### config.mk
export PLATFORM = sky130hd
export DESIGN_NAME = bftr_front
export DESIGN_NICKNAME = d
export VERILOG_FILES = /design/src/rtl/bftr_pkg.sv /design/src/rtl/bftr_front.sv
export SDC_FILE = /design/constraint.sdc
export NUM_CORES = 1
export LEC_CHECK = 0
export ABC_AREA = 0
export BUFFER_PORTS_ARGS = -buffer_cell sky130_fd_sc_hd__buf_2
export CORE_AREA = 8 8 127 188
export DETAILED_ROUTE_END_ITERATION = 10
export DIE_AREA = 0 0 135 196
export GPL_ROUTABILITY_DRIVEN = 1
export PLACE_DENSITY = 0.72
export SETUP_SLACK_MARGIN = 0.2
export SYNTH_ARGS = -nofsm -noshare
export SYNTH_HDL_FRONTEND = slang
export SYNTH_SLANG_ARGS = --single-unit
### constraint.sdc
create_clock -name clk -period 10.3 [get_ports clk]
set_input_delay 2.06 -clock clk [delete_from_list [all_inputs] [get_ports clk]]
set_output_delay 2.06 -clock clk [all_outputs]
set_load 0.05 [all_outputs]
### src/rtl/bftr_pkg.sv
package bftr_pkg;

    localparam int GLYPH_WIDTH = 8;
    localparam int MAX_FONT_HEIGHT = 32;
    localparam logic [12:0] MAX_WRAP_WIDTH = 13'd4096;

    localparam logic REQ_DRAW = 1'b0;
    localparam logic REQ_LOAD = 1'b1;

    localparam logic [7:0] CHAR_NEWLINE = 8'h0a;
    localparam logic [7:0] CHAR_FIRST_PRINT = 8'h20;

    localparam logic [7:0] REG_SCREEN_WIDTH = 8'd0;
    localparam logic [7:0] REG_SCREEN_HEIGHT = 8'd1;
    localparam logic [7:0] REG_FONT_HEIGHT = 8'd2;
    localparam logic [7:0] REG_DRAW_COLOR = 8'd3;

    typedef struct packed {
        logic        req_type;
        logic [7:0]  char_code;
        logic [12:0] font_addr;
        logic [7:0]  font_byte;
    } in_item_t;

    typedef struct packed {
        logic [23:0] pixel_offset;
        logic [7:0]  row_bits;
        logic [15:0] color;
        logic        off_screen;
        logic        last;
    } out_item_t;

    typedef struct packed {
        logic [12:0] screen_width;
        logic [12:0] screen_height;
        logic [5:0]  glyph_rows;
        logic [15:0] draw_color;
    } cfg_t;

    // addr: font byte address for a load, glyph base address for a draw
    typedef struct packed {
        logic        is_load;
        logic [12:0] addr;
        logic [7:0]  data;
        logic [23:0] offset;
        logic [15:0] row_y;
    } cmd_t;

    function automatic logic [5:0] eff_height(input logic [5:0] fh);
        logic [5:0] h;
        if (fh == 6'd0)
        begin
            h = 6'd1;
        end
        else if (fh > 6'(MAX_FONT_HEIGHT))
        begin
            h = 6'(MAX_FONT_HEIGHT);
        end
        else
        begin
            h = fh;
        end
        return h;
    endfunction

endpackage

### src/rtl/bftr_front.sv
module bftr_front #(
    parameter int BORDER_PIXELS = 30
) (
    input  logic               clk,
    input  logic               rst_n,
    input  bftr_pkg::cfg_t     cfg,
    input  logic               in_valid,
    output logic               in_ready,
    input  bftr_pkg::in_item_t in_data,
    output logic               cmd_push,
    output bftr_pkg::cmd_t     cmd,
    input  logic               cmd_full
);
    import bftr_pkg::*;

    localparam logic [11:0] BORDER_X = 12'(BORDER_PIXELS);

    logic [11:0] cursor_x_reg, cursor_x_next;
    logic [15:0] cursor_y_reg, cursor_y_next;

    logic        accept;
    logic        is_load, is_newline, is_print;
    logic [5:0]  h;
    logic [16:0] y_down;
    logic [15:0] y_sat;
    logic [12:0] x_adv;
    logic [12:0] sw_lim;
    logic        wrap;
    logic [13:0] glyph_base;
    logic [28:0] row_prod;
    logic [28:0] offset_full;

    always_comb
    begin
        in_ready   = !cmd_full;
        accept     = in_valid && !cmd_full;
        h          = eff_height(cfg.glyph_rows);
        is_load    = (in_data.req_type == REQ_LOAD);
        is_newline = (in_data.char_code == CHAR_NEWLINE);
        is_print   = (in_data.char_code >= CHAR_FIRST_PRINT);

        y_down = {1'b0, cursor_y_reg} + 17'(h);
        y_sat  = y_down[16] ? 16'hffff : y_down[15:0];

        // wrap test uses the advanced cursor and the width clamped to 4096
        x_adv  = {1'b0, cursor_x_reg} + 13'(GLYPH_WIDTH);
        sw_lim = (cfg.screen_width > MAX_WRAP_WIDTH) ? MAX_WRAP_WIDTH : cfg.screen_width;
        wrap   = ({1'b0, x_adv} + 14'(GLYPH_WIDTH) + 14'(BORDER_PIXELS)) > {1'b0, sw_lim};

        glyph_base  = 14'(in_data.char_code) * 14'(h);
        row_prod    = 29'(cursor_y_reg) * 29'(cfg.screen_width);
        offset_full = row_prod + 29'(cursor_x_reg);

        cmd.is_load = is_load;
        cmd.addr    = is_load ? in_data.font_addr : glyph_base[12:0];
        cmd.data    = in_data.font_byte;
        cmd.offset  = offset_full[23:0];
        cmd.row_y   = cursor_y_reg;

        cmd_push = accept && (is_load || is_print);

        cursor_x_next = cursor_x_reg;
        cursor_y_next = cursor_y_reg;
        if (accept && !is_load)
        begin
            if (is_newline)
            begin
                cursor_x_next = BORDER_X;
                cursor_y_next = y_sat;
            end
            else if (is_print)
            begin
                if (wrap)
                begin
                    cursor_x_next = BORDER_X;
                    cursor_y_next = y_sat;
                end
                else
                begin
                    cursor_x_next = x_adv[11:0];
                end
            end
        end
    end

    always_ff @(posedge clk or negedge rst_n)
    begin
        if (!rst_n)
        begin
            cursor_x_reg <= BORDER_X;
            cursor_y_reg <= 16'(BORDER_PIXELS);
        end
        else
        begin
            cursor_x_reg <= cursor_x_next;
            cursor_y_reg <= cursor_y_next;
        end
    end

endmodule

## Word level (Yosys, flattened, before mapping)

Index checks and enable logic that the tools add are counted.

- Flip-flop bits (word level): 28
- Latch bits: 0
- RAM bits: 0
- ROM bits: 0
- Bits of input ports: 82
- Output and inout port bits: 64
- Word-level logic and storage cells: 36
- Memories kept: 0

- Add/subtract/negate cells: 5
- $mul: 2
- Divide/modulo/power cells: 0
- $lt $le $gt $ge: 4
- Equal/unequal tests: 1
- Shift operators: 0
- Multiplexer cells: 11
- Bitwise gates (word level): 0
- Reductions and logical operators: 11

Operators with widths:

| operator | count |
|---|---|
| $mux 16 | 4 |
| $mux 12 | 3 |
| $mux 13 | 2 |
| $add 24x12->24 | 1 |
| $mul 16x13->24 | 1 |
| $add 16x6->17 | 1 |
| $add 13x4->14 const B | 1 |
| $add 14x5->14 const B | 1 |
| $gt 14x13->1 | 1 |
| $add 12x4->13 const B | 1 |
| $gt 13x13->1 const B | 1 |
| $mul 8x6->13 | 1 |
| $mux 6 | 2 |
| $eq 8x4->1 const B | 1 |
| $ge 8x6->1 const B | 1 |
| $gt 6x6->1 const B | 1 |
| $logic_not 6->1 | 1 |
| $reduce_bool 2->1 | 2 |
| $logic_and 1x1->1 | 3 |
| $reduce_and 3->1 | 1 |
| $logic_not 1->1 | 2 |
| $reduce_and 2->1 | 1 |
| $logic_or 1x1->1 | 1 |

## Logic depth before layout (Yosys ltp)

Gate-level depths: netlist of the first run.

- Word-level depth: 8
- Mapped depth: 22
- Gate-level depth less buffers: 21

## Worst setup path after synthesis of the first run

OpenSTA, ideal clock, no wires.

- Path kind: input-to-output
- From: input cfg[38] (netlist bit)
- To: output cmd[35] (netlist bit)
- Arrival time: 8648 ps
- Setup slack: -408 ps
- Stages on the path: 21
- Buffers on the path: 1
- Cell sequence: clkbuf_1 and2_1 fa_1 inv_1 fa_1 inv_1 fa_1 inv_1 fa_1 inv_1 fa_1 inv_1 fa_1 inv_1 ha_1 a21o_1 a21oi_1 o21ai_1 o31a_1 o21a_1 o311ai_0

RTL lines:

| element | RTL line | source |
|---|---|---|
| start, declared | bftr_front.sv:6 | `input bftr_pkg::cfg_t cfg,` |
| end, declared | bftr_front.sv:11 | `output bftr_pkg::cmd_t cmd,` |

==> impl_metrics.json, run 1 <==
{
  "cp-start-kind": "input pin",
  "relSlewSlack_pct": 40.4,
  "outcome": "complete, no violations",
  "h-tree-depth": 1,
  "cts_resized": 0,
  "synth_nets": 1594,
  "grt_max_degree": 31,
  "wl_met1_microns": 9370,
  "crit_path_max_fanout": 17,
  "synthFlopType": "dfrtp_1",
  "initial_utilization_pct": 48.6,
  "core_sq_um": 21300,
  "dieArea_sq_um": 26500,
  "initialDrtViolationCount": 322,
  "setup_viol": 0,
  "ys_seq_area_share_pct": 6.37,
  "areaGrowthSynthToFinish_pct": 7.00,
  "vias": 8163,
  "hold_viol": 0,
  "layout.nets": 1643,
  "antennaDiodeCount": 0,
  "holdCritStartpoint": "cursor_x_reg[9]",
  "rsz0062_at_grt": "false",
  "ys_types": 65,
  "regToRegEndpoint": "cursor_y_reg[12]",
  "dpl.hpwl_microns": 20000,
  "portBuffers": 100,
  "wl_met2_microns": 12800,
  "die_w_microns": 135,
  "pin_count": 146,
  "crit_arrival_ns": 7.75,
  "ff2ff_path_depth": 14,
  "fin_crit_ns": 9.81,
  "syn_area_sq_um": 10300,
  "ctsRootBufferMaster": "clkbuf_16",
  "hp-class": "register to register",
  "cts_tree": "done",
  "post_drt_wl_per_cell_microns": 15.4,
  "yosysWarnings": 0,
  "viasPerCell": 5.29,
  "ctsLongestPathBuffers": 2,
  "dr.pass1.iters": 5,
  "fin_crit_sh_pct": 95.2,
  "grt.total_usage_pct": 18.8,
  "fp.dieH_microns": 196,
  "cp-end-kind": "output port",
  "drt_wl_total_microns": 23800,
  "largest_reg_flops": 16,
  "grt_antenna_before_repair": 2,
  "hold_buffers": 0,
  "highest_layer": "met5",
  "required_ns": 8.24,
  "min_to": "cursor_x_reg[9]",
  "critPathKind": "input pin to output port",
  "grt_pass1_vias": 8813,
  "worst_pin_slew_ns": 0.872,
  "cts_buffers": 3,
  "drive_gt1_share_pct": 10.9,
  "synthArstFlopShare_pct": 100,
  "ant_nets": 0,
  "rows": 66,
  "grt_pass1_wl_microns": 41000,
  "grt_overflow_total": 0,
  "r2r_setup_slack_ns": 6.24,
  "clkLatencyLatePin_ns": 0.27,
  "met3_length_microns": 1130,
  "skew_ns": 0.000756,
  "drv_cap": 0,
  "synth-edff-count": 0,
  "holdWs_ns": 0.562,
  "tns_ns": 0,
  "path_clk_slew_ns": 0.06,
  "reg2reg_from": "cursor_x_reg[4]",
  "fmax_mhz": 102,
  "hold_path_depth": 1,
  "gp_congestion": 0.865,
  "synth-seq-cells": 26,
  "drv_slew": 0,
  "cts_setup_buffers": 0,
  "fill_cells": 2025,
  "syn_inst": 1222,
  "drc": 0,
  "numClockSinks": 26,
  "postSynthAreaPerCell_sq_um": 8.47
}
how the worst max path moves through the flow:
stage               endpoint  startpoint  slack [ns]
finish               cmd[33]     cfg[38]        0.49
detailed placement   cmd[38]     cfg[38]        0.24
CTS                  cmd[38]     cfg[38]        0.23
floorplan            cmd[39]     cfg[38]        0.47
global placement     cmd[38]     cfg[38]        0.32
global route         cmd[39]     cfg[38]        0.22
worst max-delay path, cell delays in order:
cell	delay [ns]
buf_2	0.19
and2_1	0.18
fa_1	0.48
inv_1	0.05
fa_1	0.53
inv_1	0.05
fa_1	0.51
inv_1	0.05
fa_1	0.49
inv_1	0.06
fa_1	0.52
inv_1	0.05
fa_1	0.49
inv_1	0.04
ha_1	0.35
a21o_1	0.18
a21oi_1	0.13
o21ai_1	0.15
o31a_1	0.36
o21a_1	0.19
o21a_1	0.16
o31a_1	0.24
buf_2	0.21
metal layers:
layer | vias up | global-route usage, %
met3 | 30 | 2.64
li1 | 3881 | -
met1 | 4086 | 21.2
met4 | 4 | 5.20
met2 | 162 | 35.5
met5 | - | 0
stage by stage:
stage,utilization (%),instance area [sq um],setup slack (ns),instances
6_report,52.0,11100,0.494,1542
5_1_grt,52.0,11100,0.223,1542
4_1_cts,51.9,11100,0.228,1542
3_5_place_dp,51.5,11000,0.245,1538
3_3_place_gp,51.5,11000,0.316,1538
2_1_floorplan,-,10400,0.473,1222
cell usage after synthesis, drive strengths merged (5+ instances only):
cell	n	share of area [%]
a21o	15	1.1
a21oi	38	1.8
a221oi	5	0.54
a22o	7	0.59
a31oi	9	0.54
and2	114	6.9
and3	17	1.0
buf	11	0.81
clkbuf	52	1.9
dfrtp	19	4.6
dfstp	7	1.8
fa	179	35
ha	111	13
inv	237	8.6
mux2	9	0.98
nand2	180	6.5
nand3	7	0.34
nand4	7	0.42
nor2	29	1.1
nor2b	11	0.67
nor3	8	0.39
o21a	8	0.58
o21ai	30	1.5
o21bai	10	0.73
xnor2	43	3.6
xor2	9	0.76
kinds of logic after synthesis:
logic type	Yosys count	share of synthesized area [%]
AO/OA/AOI/OAI	146	9.58
AND/OR/NAND/NOR	396	19.1
flip-flops	26	6.37
XOR/XNOR	52	4.40
multiplexers	11	1.17
adder cells (fa/ha/maj)	290	48.1
buffers and inverters	300	11.3
other	1	0.0362
final cells by class:
type                            count  area (sq um)  share of cell area, %
Clock buffer                        4          88.8                  0.802
Inverter                          237           890                   8.03
Multi-Input combinational cell    896          8540                   77.1
Sequential cell                    26           659                   5.96
Tap cell                          272           340                   3.07
Timing Repair Buffer              107           556                   5.02
cell usage in the layout, fill, tap and decap left out, types with 9 or more instances in the layout:
cell type / count
dfrtp_1: 19
buf_2: 99
mux2_2: 9
and2_1: 114
inv_1: 237
ha_1: 111
nand2_1: 180
xnor2_1: 43
nor2b_1: 11
xor2_1: 9
a21o_1: 15
a31oi_1: 9
o21ai_0: 27
a21oi_1: 37
o21bai_1: 10
nor2_1: 27
fa_1: 179
and3_1: 17
Power of run 1 is not shown: default switching activity piles up to over one toggle a cycle in this logic, so the estimate is an artifact.
==> inputs of run 2 (changes only) <==
--- a/config.mk
+++ b/config.mk
@@ -7,11 +7,11 @@
 export LEC_CHECK = 0
 export ABC_AREA = 0
 export BUFFER_PORTS_ARGS = -buffer_cell sky130_fd_sc_hd__buf_2
-export CORE_AREA = 8 8 127 188
+export CORE_AREA = 8 8 116 171
 export DETAILED_ROUTE_END_ITERATION = 10
-export DIE_AREA = 0 0 135 196
+export DIE_AREA = 0 0 124 179
 export GPL_ROUTABILITY_DRIVEN = 1
-export PLACE_DENSITY = 0.72
+export PLACE_DENSITY = 0.85
 export SETUP_SLACK_MARGIN = 0.2
 export SYNTH_ARGS = -nofsm -noshare
 export SYNTH_HDL_FRONTEND = slang
==> run 2 against run 1 <==
Compared with the run above: core utilization rose by 12 points; critical path depth did not move; final area fell by 0.77%; worst setup slack improved by 0.036 ns; clock skew rose by 0.0013 ns; die area fell by 16%; via count rose by 3.3%; cell count fell by 3.8%; fmax rose by 0.37%; worst hold slack got worse by 0.0052 ns; first-iteration DRC count rose by 55%.
==> impl_metrics.json, run 2 (same netlist as run 1, synthesis figures left out) <==
{
  "viasPerCell": 5.69,
  "ctsLongestPathBuffers": 2,
  "clkLatencyLatePin_ns": 0.26,
  "h-tree-depth": 1,
  "place_area_sq_um": 10900,
  "die_w_microns": 124,
  "rsz0062_at_grt": "false",
  "grt_antenna_before_repair": 1,
  "crit_path_max_fanout": 17,
  "outcome": "complete, no violations",
  "r2r_setup_slack_ns": 5.77,
  "numClockSinks": 26,
  "relSlewSlack_pct": 37.7,
  "fp.dieH_microns": 179,
  "final_cell_area_sq_um": 11000,
  "cts_buffers": 3,
  "gp_congestion": 0.925,
  "drv_cap": 0,
  "hp-class": "register to register",
  "layout.nets": 1643,
  "dpl.hpwl_microns": 20500,
  "layout_commonest_cell": "inv_1",
  "path_clk_slew_ns": 0.06,
  "ctsRootBufferMaster": "clkbuf_16",
  "cts_resized": 0,
  "critPathKind": "input pin to output port",
  "cp-start-kind": "input pin",
  "skew_ns": 0.00201,
  "hold_viol": 0,
  "cp-end-kind": "output port",
  "drive_gt1_share_pct": 10.9,
  "drc": 0,
  "portBuffers": 100,
  "cts_setup_buffers": 0,
  "pin_count": 146,
  "dr.pass1.iters": 5,
  "fill_cells": 1434,
  "grt_pass1_vias": 9478,
  "fin_crit_sh_pct": 94.8,
  "worst_pin_slew_ns": 0.910,
  "grt_max_degree": 31,
  "largest_reg_flops": 16,
  "grt_pass1_wl_microns": 42200,
  "grt.total_usage_pct": 23.3,
  "core_sq_um": 17300,
  "tns_ns": 0,
  "holdWs_ns": 0.557,
  "areaGrowthSynthToFinish_pct": 6.18,
  "initialDrtViolationCount": 499,
  "dieArea_sq_um": 22200,
  "initial_utilization_pct": 59.9,
  "rows": 59,
  "layout_common_cells": "237 x inv_1, 180 x nand2_1, 179 x fa_1",
  "antennaDiodeCount": 0,
  "crit_arrival_ns": 7.71,
  "drv_slew": 0,
  "fin_crit_ns": 9.77,
  "grt_overflow_total": 0,
  "fmax_mhz": 102,
  "required_ns": 8.24,
  "ant_nets": 0,
  "drt_wl_total_microns": 24600,
  "setup_viol": 0,
  "post_drt_wl_per_cell_microns": 16.6,
  "vias": 8435,
  "cts_tree": "done",
  "hold_buffers": 0
}
run 2: cell counts in the layout (fill, tap and decap cells not counted):
No cell type changed its count.
run 2: path summary, 6_finish.rpt:
check                                       end       startpoint  cells past startpoint
min in group asynchronous       cursor_x_reg[5]            rst_n                      1
worst max register to register  cursor_y_reg[8]  cursor_x_reg[4]                     12
worst min register to register  cursor_x_reg[9]  cursor_x_reg[9]                      1
worst min-delay path            cursor_x_reg[9]  cursor_x_reg[9]                      1
max in group asynchronous       cursor_y_reg[9]            rst_n                      1
worst max-delay path                    cmd[39]          cfg[38]                     23
run 2: area by class of cell:
cell class	instances	area (sq um)	area share [%]
Inverter	237	890	8.10
Clock buffer	4	88.8	0.809
Sequential cell	26	659	6.00
Multi-Input combinational cell	896	8530	77.6
Tap cell	213	267	2.43
Timing Repair Buffer	107	556	5.06
run 2: metal layers:
metal	vias to the layer above	global-route usage, %	wire (microns)
met2	292	44.2	13300
met1	4178	25.2	9010
met3	72	3.31	1470
met4	2	8.86	763
met5	-	0	13
li1	3891	-	-
run 2: critical path: stages:
cell	delay (ns)
buf_2	0.19
and2_1	0.18
fa_1	0.47
inv_1	0.05
fa_1	0.52
inv_1	0.06
fa_1	0.50
inv_1	0.05
fa_1	0.47
inv_1	0.05
fa_1	0.53
inv_1	0.05
fa_1	0.49
inv_1	0.04
ha_1	0.36
a21o_1	0.18
a21oi_1	0.13
o21ai_1	0.15
o311a_1	0.37
o21ai_1	0.24
a31oi_1	0.14
xnor2_1	0.15
clkbuf_4	0.25
run 2: stage by stage:
step                cells  setup slack [ns]  utilization, %
finish               1483             0.531            63.6
global route         1483             0.213            63.6
CTS                  1483             0.341            63.6
detailed placement   1479             0.327            63.1
global placement     1479             0.408            63.1
floorplan            1222             0.473               -
Power of run 2 is left out for the same reason.
