File: src/rtl/bftr_pkg.sv
package bftr_pkg;

    localparam int GLYPH_WIDTH = 8;
    localparam int MAX_FONT_HEIGHT = 32;
    localparam logic [12:0] MAX_WRAP_WIDTH = 13'd4096;

    localparam logic REQ_DRAW = 1'b0;
    localparam logic REQ_LOAD = 1'b1;

    localparam logic [7:0] CHAR_NEWLINE = 8'h0a;
    localparam logic [7:0] CHAR_FIRST_PRINT = 8'h20;

    localparam logic [7:0] REG_SCREEN_WIDTH = 8'd0;
    localparam logic [7:0] REG_SCREEN_HEIGHT = 8'd1;
    localparam logic [7:0] REG_FONT_HEIGHT = 8'd2;
    localparam logic [7:0] REG_DRAW_COLOR = 8'd3;

    typedef struct packed {
        logic        req_type;
        logic [7:0]  char_code;
        logic [12:0] font_addr;
        logic [7:0]  font_byte;
    } in_item_t;

    typedef struct packed {
        logic [23:0] pixel_offset;
        logic [7:0]  row_bits;
        logic [15:0] color;
        logic        off_screen;
        logic        last;
    } out_item_t;

    typedef struct packed {
        logic [12:0] screen_width;
        logic [12:0] screen_height;
        logic [5:0]  glyph_rows;
        logic [15:0] draw_color;
    } cfg_t;

    // addr: font byte address for a load, glyph base address for a draw
    typedef struct packed {
        logic        is_load;
        logic [12:0] addr;
        logic [7:0]  data;
        logic [23:0] offset;
        logic [15:0] row_y;
    } cmd_t;

    function automatic logic [5:0] eff_height(input logic [5:0] fh);
        logic [5:0] h;
        if (fh == 6'd0)
        begin
            h = 6'd1;
        end
        else if (fh > 6'(MAX_FONT_HEIGHT))
        begin
            h = 6'(MAX_FONT_HEIGHT);
        end
        else
        begin
            h = fh;
        end
        return h;
    endfunction

endpackage

File: src/rtl/bftr_fifo.sv
module bftr_fifo (
    input  logic           clk,
    input  logic           rst_n,
    input  logic           push,
    input  bftr_pkg::cmd_t push_data,
    output logic           full,
    input  logic           pop,
    output logic           head_valid,
    output bftr_pkg::cmd_t head
);
    import bftr_pkg::*;

    cmd_t       slot_reg [2];
    logic       wr_ptr_reg, wr_ptr_next;
    logic       rd_ptr_reg, rd_ptr_next;
    logic [1:0] count_reg, count_next;

    logic do_push, do_pop;

    always_comb
    begin
        full       = (count_reg == 2'd2);
        head_valid = (count_reg != 2'd0);
        head       = slot_reg[rd_ptr_reg];
        do_push    = push && !full;
        do_pop     = pop && head_valid;

        wr_ptr_next = do_push ? ~wr_ptr_reg : wr_ptr_reg;
        rd_ptr_next = do_pop ? ~rd_ptr_reg : rd_ptr_reg;
        count_next  = count_reg;
        if (do_push && !do_pop)
        begin
            count_next = count_reg + 2'd1;
        end
        else if (do_pop && !do_push)
        begin
            count_next = count_reg - 2'd1;
        end
    end

    always_ff @(posedge clk or negedge rst_n)
    begin
        if (!rst_n)
        begin
            wr_ptr_reg <= 1'b0;
            rd_ptr_reg <= 1'b0;
            count_reg  <= 2'd0;
        end
        else
        begin
            wr_ptr_reg <= wr_ptr_next;
            rd_ptr_reg <= rd_ptr_next;
            count_reg  <= count_next;
        end
    end

    always_ff @(posedge clk)
    begin
        if (do_push)
        begin
            slot_reg[wr_ptr_reg] <= push_data;
        end
    end

endmodule

File: config.mk
export PLATFORM = sky130hd
export DESIGN_NAME = bftr_fifo
export DESIGN_NICKNAME = d
export VERILOG_FILES = /design/src/rtl/bftr_pkg.sv /design/src/rtl/bftr_fifo.sv
export SDC_FILE = /design/constraint.sdc
export NUM_CORES = 1
export LEC_CHECK = 0
export BUFFER_PORTS_ARGS = -buffer_cell sky130_fd_sc_hd__buf_2
export CAP_MARGIN = 25
export CELL_PAD_IN_SITES_DETAIL_PLACEMENT = 1
export CELL_PAD_IN_SITES_GLOBAL_PLACEMENT = 1
export CORE_ASPECT_RATIO = 1.1
export CORE_MARGIN = 2
export CORE_UTILIZATION = 40
export DETAILED_ROUTE_END_ITERATION = 10
export PLACE_DENSITY_LB_ADDON = 0.1
export SYNTH_ARGS = -nofsm -noshare
export SYNTH_HDL_FRONTEND = slang
export SYNTH_SLANG_ARGS = --single-unit
File: constraint.sdc
create_clock -name clk -period 3.75 [get_ports clk]
set_clock_uncertainty 0.2 [all_clocks]
set_input_delay 0.75 -clock clk [delete_from_list [all_inputs] [get_ports clk]]
set_output_delay 0.75 -clock clk [all_outputs]
set_load 0.005 [all_outputs]
[After elaboration in Yosys (flattened, before gate mapping)]
Memories as Yosys holds them, arrays and structs flattened.
Index checks and enable logic that the tools add are counted.
W data, S select, Z words.
Word-level totals
  word-level logic and storage cells: 22
  bits in registers: 4
  RAM bits: 124
  output and inout bits: 64
  bits of input ports: 66
  memories kept: 1
Memory list
  slot_reg: words 2, width 62, rd ports 1, clocked after memory_dff 0, write ports 1, line bftr_fifo.sv:13  | cmd_t slot_reg [2];
Cells by class
  $add $sub $neg: 2
  bitwise operators: 2
  reductions and logical operators: 9
  equality and inequality tests: 1
  multiplexer cells: 4
Operators by type and width (number)
  $logic_and A1 B1 Y1: 4
  $mux W2: 2
  $reduce_bool A2 Y1: 2
  $logic_not A1 Y1: 3
  $add A2 B1 Y2 const B: 1
  $eq A2 B2 Y1 const B: 1
  $mux W1: 2
  $not A1 Y1: 2
  $sub A2 B1 Y2 const B: 1

[Longest topological paths before layout]
Gate-level depths: netlist (run 1).
  depth after elaboration: 7
  mapped depth: 7
  mapped depth without buffers: 7

[Least setup slack after synthesis (run 1)]
Ideal clock, no wire load.
  path kind: input to register
  start point: input push
  end point: memory slot_reg[0][0] in the netlist's numbering, enable pin
  buffers on the path: 0
  setup slack: -364 ps
  arrival: 3432 ps
  data required time: 3068 ps
  cell stages on the path: 2
  library setup time: 482 ps
  cell sequence: nand2_1 > nor2_1
On the way
  cells in the longest elaborated chain, start to end: 3
RTL lines
  from (decl): line bftr_fifo.sv:4  | input logic push,
  $logic_and A1 B1 Y1: line bftr_fifo.sv:25  | do_push = push && !full;
  $mux W1: line bftr_fifo.sv:59  | if (do_push)
  $mux W1 (not written as such): line bftr_fifo.sv:61  | slot_reg[wr_ptr_reg] <= push_data;
  to (decl): line bftr_fifo.sv:13
No other way between the ends.

==> summary.txt, run 1 <==
Worst setup path
  – Sort of element at the end of the critical path: primary output
  – Data required time at the worst endpoint: 2800 ps
  – Cell depth of the worst flop-to-flop path: 3
  – Critical Path Source Type: flop
  – Worst-path maximum fanout: 34
  – Arr. time, crit path: 2050 ps
  – Worst Path Class, Setup: reg2out

Logic synthesis
  – Count of mapped cells out of synthesis: 212
  – Post-synth top area cell: sky130_fd_sc_hd__edfxtp_1
  – Yosys cell types: 15
  – Synth Cell Area: 0.00497 mm^2
  – Number of nets in the synthesized netlist: 279
  – Number of enable-type register cells in the synthesized netlist: 124
  – Total of warnings raised by yosys: 0
  – Sequential area share after synthesis: 0.769
  – Ranking of synthesized cells by area: sky130_fd_sc_hd__edfxtp_1 (75%), sky130_fd_sc_hd__mux2_4 (18%), sky130_fd_sc_hd__buf_12 (2.4%), sky130_fd_sc_hd__dfrtp_1 (2.0%), sky130_fd_sc_hd__mux2_2 (0.68%)
  – Top post-synthesis cells by count: sky130_fd_sc_hd__edfxtp_1 (124), sky130_fd_sc_hd__mux2_4 (59), sky130_fd_sc_hd__buf_12 (6)
  – Synth top area share: 0.749
  – Synthesized area per cell: 23.5 um^2
  – Flops & latches, synth: 128
  – Main flop type after synthesis: sky130_fd_sc_hd__edfxtp_1
  – Async set-reset flop share out of synthesis: 0.0313
  – Most common cell in the synthesized netlist: sky130_fd_sc_hd__edfxtp_1

GRT
  – Pin count of the biggest net entering global routing: 37
  – Combined global-route utilization of all metal layers: 0.143
  – Antenna violations before repair: 1
  – Total gr overflow: 0
  – Number of global-route vias before repair: 2756
  – Wire length of the first global-routing pass: 13700 um

Timing
  – Setup TNS Final: 0 ps
  – RSZ-0062 raised after global routing: false
  – Timing-limited maximum frequency: 334 MHz
  – Final Hold Viols: 0
  – Max Transition Viols Final: 0
  – Transition time at the pin with the least slew margin: 698 ps
  – Post-route clock period utilization: 0.799
  – Final min period: 3000 ps
  – Setup violators final: 0
  – Worst rel slew slack: 0.534

Routing
  – Final antenna-violating net count: 0
  – WL final: 8880 um
  – First-pass iteration count of the detailed router: 4
  – Number of DRC violations after detailed routing: 0
  – Average routed wire per standard cell: 16.9 um
  – Vias: 2416
  – Iteration-0 DRC count of the detailed router: 95
  – Ratio of routed vias to standard cells: 4.59

Hold path
  – Worst Hold Class: reg2reg
  – Depth of the worst hold-timing path: 1

CTS
  – Post-cts resize count: 0
  – Clock transition at the registers of the reported paths: 50 ps
  – Post-CTS Repair Setup Buffers: 0
  – H-tree level count: 4
  – Clock Tree Buf Depth: 2
  – Clock root buffer master: sky130_fd_sc_hd__clkbuf_16
  – Insertion delay to the later sink of the worst-skew pair: 400 ps
  – Number of buffers added by the clock tree synthesis step: 17
  – Clock sink count: 128
  – Clock tree from TritonCTS: yes

Finish
  – Final Instance Area: 0.00631 mm^2
  – Area used by sequential logic in the layout: 0.00383 mm^2
  – Multi-input logic area: 0.00102 mm^2
  – Fraction of final layout cells sized beyond drive strength 1: 0.606
  – Final Util: 0.522
  – Count of nets after finishing: 427
  – Max FFs per register: 124
  – Filler cell count in the final layout: 1139
  – Area delta synth->final: 26.9%

Pwr
  – Power density of the placed cells: 796 mW/mm^2
  – Net switching component of the power: 1.29 mW
  – Proportion of power drawn by the clock network: 0.296
  – Relative contribution of combinational cells to total power: 0.276
  – Overall power consumption: 5.02 mW
  – Fraction of power spent switching nets: 0.257
  – Leak: 2.57 nW
  – Portion of total power attributed to sequential cells: 0.428
  – Worst supply voltage drop on vdd: 0.352 mV
  – Internal Pwr Total: 3.73 mW

Placement
  – HPWL Detailed: 5910 um
  – GP Congestion: 0.645
  – DP Area: 0.00576 mm^2
  – PortBufs: 129

Outcome
  – Status: complete, no violations

Die
  – Die outline width: 110 um
  – Starting utilization of the core area: 0.411
  – Count of boundary I/O pins: 130
  – Overall die height: 121 um
  – Row Count: 42
  – Standard cell core area: 0.0121 mm^2
  – Die ar.: 0.0133 mm^2

Flow run
  – Number of maximum-capacitance constraint violations: 0
==> worst max-delay path: stages (launching register included) <==
cell and delay (ps):
sky130_fd_sc_hd__dfrtp_4 840, sky130_fd_sc_hd__buf_4 320, sky130_fd_sc_hd__mux2_4 320, sky130_fd_sc_hd__buf_2 130
==> kinds of logic after synthesis <==
group                      after synthesis  synth area share
adders and majority gates                1           0.00252
DFF                                    128             0.769
xor gates and xnor gates                 5           0.00881
buffers and inverters                    9            0.0279
and+or+nand+nor                          7           0.00680
muxes                                   62             0.185
==> stage by stage <==
step / hold slack [ps] / cells / setup WS [ps]
after global routing: 315 / 525 / 654
after global placement: 286 / 494 / 1170
final: 292 / 526 / 755
after CTS: 298 / 525 / 707
after floorplan: 254 / 212 / 672
after detailed placement: 285 / 494 / 1160
==> layout make-up <==
class                           count  share of cell area
Clock buffer                       21              0.0698
Sequential cell                   128               0.607
Timing Repair Buffer              136               0.115
Multi-Input combinational cell     75               0.161
Inverter                            2             0.00119
Tap cell                          154              0.0305
Antenna cell                        1            0.000397
Clock inverter                      9              0.0149
==> worst paths after layout <==
path / from / to / slack [ps]
max: rd_ptr_reg / head[29] / 750
min: count_reg[1] / count_reg[1] / 290
max reg2reg: count_reg[0] / slot_reg[1][6] / 1670
min reg2reg: count_reg[1] / count_reg[1] / 290
max in group asynchronous: rst_n / rd_ptr_reg / 2730
min in group asynchronous: rst_n / wr_ptr_reg / 490
==> cell usage in the layout, fill, tap and decap left out, types with 2 or more instances in the layout <==
| master | synthesis | routed |
|---|---|---|
| sky130_fd_sc_hd__mux2_2 | 3 | 3 |
| sky130_fd_sc_hd__clkbuf_1 | 0 | 4 |
| sky130_fd_sc_hd__inv_1 | 2 | 2 |
| sky130_fd_sc_hd__xor2_1 | 2 | 2 |
| sky130_fd_sc_hd__buf_4 | 0 | 4 |
| sky130_fd_sc_hd__edfxtp_1 | 124 | 124 |
| sky130_fd_sc_hd__mux2_4 | 59 | 59 |
| sky130_fd_sc_hd__xnor2_1 | 3 | 3 |
| sky130_fd_sc_hd__nand2_1 | 2 | 2 |
| sky130_fd_sc_hd__clkbuf_16 | 0 | 17 |
| sky130_fd_sc_hd__bufinv_16 | 0 | 2 |
| sky130_fd_sc_hd__dfrtp_1 | 4 | 3 |
| sky130_fd_sc_hd__buf_2 | 0 | 129 |
| sky130_fd_sc_hd__clkinv_2 | 0 | 6 |
| sky130_fd_sc_hd__buf_12 | 6 | 2 |
==> per-layer routing <==
layer	up-vias	GRT usage	part of all wire
li1	1126	-	-
met1	1185	0.160	0.40
met2	96	0.231	0.50
met3	9	0.0714	0.084
met4	0	0.0539	0.011
met5	-	0	0
==> repair_timing <==
action | CTS | global route
endpoints found under the hold margin | 4 | 0
endpoints found under the setup margin | 0 | 0
hold buffers | 1 | 0
==> power by group through the flow <==
stage | combinational, mW | sequential [mW] | clock, mW
finish | 1.39 | 2.15 | 1.48
global route | 1.52 | 2.19 | 1.58
CTS | 1.43 | 2.16 | 1.52
detailed placement | 1.42 | 2.19 | 0
global placement | 1.41 | 2.18 | 0
floorplan | 1.09 | 2.07 | 0
No activity file was read; power rests on OpenSTA's default activity.
==> run 2: changes to the inputs <==
CORE_UTILIZATION = 45   (was 40)
clock period = 3 ns   (was 3.75 ns; I/O delays follow)
==> summary.txt, run 2 (synthesis gave the netlist of run 1 again) <==
Timing
  – Max Transition Viols Final: 0 (unchanged)
  – Final min period: 2680 ps
  – Setup TNS Final: 0 ps (unchanged)
  – Worst Setup Slack, final: 321 ps (was 755 ps)
  – Transition time at the pin with the least slew margin: 435 ps (was 698 ps)
  – Timing-limited maximum frequency: 373 MHz
  – Final Hold Viols: 0 (unchanged)
  – Setup violators final: 0 (unchanged)
  – Post-route clock period utilization: 0.893
  – RSZ-0062 raised after global routing: false (unchanged)
  – Worst rel slew slack: 0.710 (was 0.534)

Worst setup path
  – Cells along the critical path: buf_12 -> mux2_2 -> buf_2 (was buf_4 -> mux2_4 -> buf_2)
  – Sort of element at the end of the critical path: primary output (unchanged)
  – Data required time at the worst endpoint: 2200 ps (was 2800 ps)
  – Sum of buffers and inverters on the critical path: 2 (unchanged)
  – Arr. time, crit path: 1880 ps (was 2050 ps)
  – Worst Path Class, Setup: reg2out (unchanged)
  – CP peak stage delay: 670 ps (was 840 ps)
  – Crit-path leading delay family: flip-flops (unchanged)
  – Critical Path Source Type: flop (unchanged)
  – Slowest cell on the critical path: sky130_fd_sc_hd__dfrtp_4 (unchanged)
  – Worst-path maximum fanout: 27 (was 34)
  – Worst R2R Setup Slack: 1160 ps (was 1670 ps)

Routing
  – Total length of routed met2 wires: 5000 um (was 4440 um)
  – Average routed wire per standard cell: 17.8 um (was 16.9 um)
  – Number of DRC violations after detailed routing: 0 (unchanged)
  – First-pass iteration count of the detailed router: 4 (unchanged)
  – Final antenna-violating net count: 0 (unchanged)
  – Ratio of routed vias to standard cells: 4.75 (was 4.59)
  – Iteration-0 DRC count of the detailed router: 95 (unchanged)
  – M1 WL: 3520 um (was 3590 um)
  – WL final: 9260 um (was 8880 um)
  – Vias: 2472 (was 2416)
  – Uppermost metal layer occupied by signal nets: met4 (unchanged)
  – Length of routed met3 wiring: 595 um (was 748 um)

CTS
  – H-tree level count: 4 (unchanged)
  – Insertion delay to the later sink of the worst-skew pair: 400 ps (about the same)
  – Clock sink count: 128 (unchanged)
  – Clock tree from TritonCTS: yes (unchanged)
  – Post-CTS Repair Setup Buffers: 0 (unchanged)
  – Clock Tree Buf Depth: 2 (unchanged)
  – Clock transition at the registers of the reported paths: 60 ps (was 50 ps)
  – Clock root buffer master: sky130_fd_sc_hd__clkbuf_16 (unchanged)
  – Number of buffers added by the clock tree synthesis step: 17 (unchanged)
  – Post-cts resize count: 0 (unchanged)
  – Number of hold buffers added after cts: 1 (unchanged)

Placement
  – PortBufs: 129 (unchanged)
  – Placed Instances: 487 (was 494)
  – Post-Place Setup Slack: 728 ps (was 1160 ps)
  – GP Congestion: 0.705 (was 0.645)
  – HPWL Detailed: 6140 um (was 5910 um)

Finish
  – Filler cell count in the final layout: 1009 (was 1139)
  – Final Util: 0.586 (was 0.522)
  – Fraction of final layout cells sized beyond drive strength 1: 0.609 (was 0.606)
  – Commonest cells after routing, fill and taps aside: sky130_fd_sc_hd__buf_2 (129), sky130_fd_sc_hd__edfxtp_1 (124), sky130_fd_sc_hd__mux2_4 (59) (unchanged)
  – Most frequent standard cell in the layout excluding fill and tap cells: sky130_fd_sc_hd__buf_2 (unchanged)
  – Max FFs per register: 124 (unchanged)
  – Area used by sequential logic in the layout: 0.00383 mm^2 (unchanged)
  – Layout Cells excl Fill: 520 (was 526)
  – Multi-input logic area: 0.00102 mm^2 (unchanged)
  – Area delta synth->final: 28.0% (was 26.9%)
  – Inserted Diodes: 0 (was 1)
  – Count of nets after finishing: 427 (unchanged)

Pwr
  – Worst supply voltage drop on vdd: 0.476 mV (was 0.352 mV)
  – Leak: 2.59 nW (was 2.57 nW)
  – Power density of the placed cells: 1020 mW/mm^2 (was 796 mW/mm^2)

Die
  – Overall die height: 114 um (was 121 um)
  – Die outline width: 104 um (was 110 um)
  – Standard cell core area: 0.0109 mm^2 (was 0.0121 mm^2)
  – Count of boundary I/O pins: 130 (unchanged)
  – Die ar.: 0.0119 mm^2 (was 0.0133 mm^2)
  – Starting utilization of the core area: 0.458 (was 0.411)
  – Row Count: 40 (was 42)

Hold path
  – Worst Hold Class: in2reg (was reg2reg)

GRT
  – Pin count of the biggest net entering global routing: 32 (was 37)
  – Wire length of the first global-routing pass: 14100 um (was 13700 um)
  – Total gr overflow: 0 (unchanged)
  – Number of global-route vias before repair: 2731 (was 2756)
  – Combined global-route utilization of all metal layers: 0.162 (was 0.143)
  – Antenna violations before repair: 0 (was 1)

Flow run
  – Number of maximum-capacitance constraint violations: 0 (unchanged)

Outcome
  – Status: complete, no violations (unchanged)
[run 2: layout make-up]
cell class / instances / area share
Inverter: 2 / 0.00118
Clock buffer: 19 / 0.0680
Clock inverter: 13 / 0.0265
Timing Repair Buffer: 136 / 0.114
Sequential cell: 128 / 0.601
Multi-Input combinational cell: 75 / 0.160
Tap cell: 147 / 0.0289
[run 2: through the flow]
stage	power, mW	hold slack, ps	cell area (um^2)
global route	6.82	164	6360
global placement	4.48	216	5750
floorplan	3.95	104	4970
detailed placement	4.52	223	5750
CTS	6.62	163	6360
finish	6.52	185	6360
[run 2: worst reg2reg max path: cells and delay by family, from the launching register on]
family                 cells  cell delay (ps)
buffers and inverters      1              400
flip-flops                 1              420
AND/OR/NAND/NOR            3              470
[run 2: routing by layer]
layer  up-vias  global-route usage
met5         -                   0
met1      1240               0.168
li1       1133                   -
met2        85               0.293
met3        14              0.0672
met4         0              0.0640
[run 2: path summary, 6_finish.rpt]
check                               from              end  depth (start not counted)
min                        push_data[53]  slot_reg[0][53]                          1
max reg2reg                 count_reg[0]  slot_reg[0][25]                          4
max                           rd_ptr_reg         head[54]                          3
min reg2reg                 count_reg[1]     count_reg[1]                          1
max in group asynchronous          rst_n       rd_ptr_reg                          2
min in group asynchronous          rst_n     count_reg[1]                          2
[run 2: power by group]
group          internal, mW  switching (mW)
Sequential             2.46           0.195
Combinational          1.01           0.784
Clock                  1.37           0.699
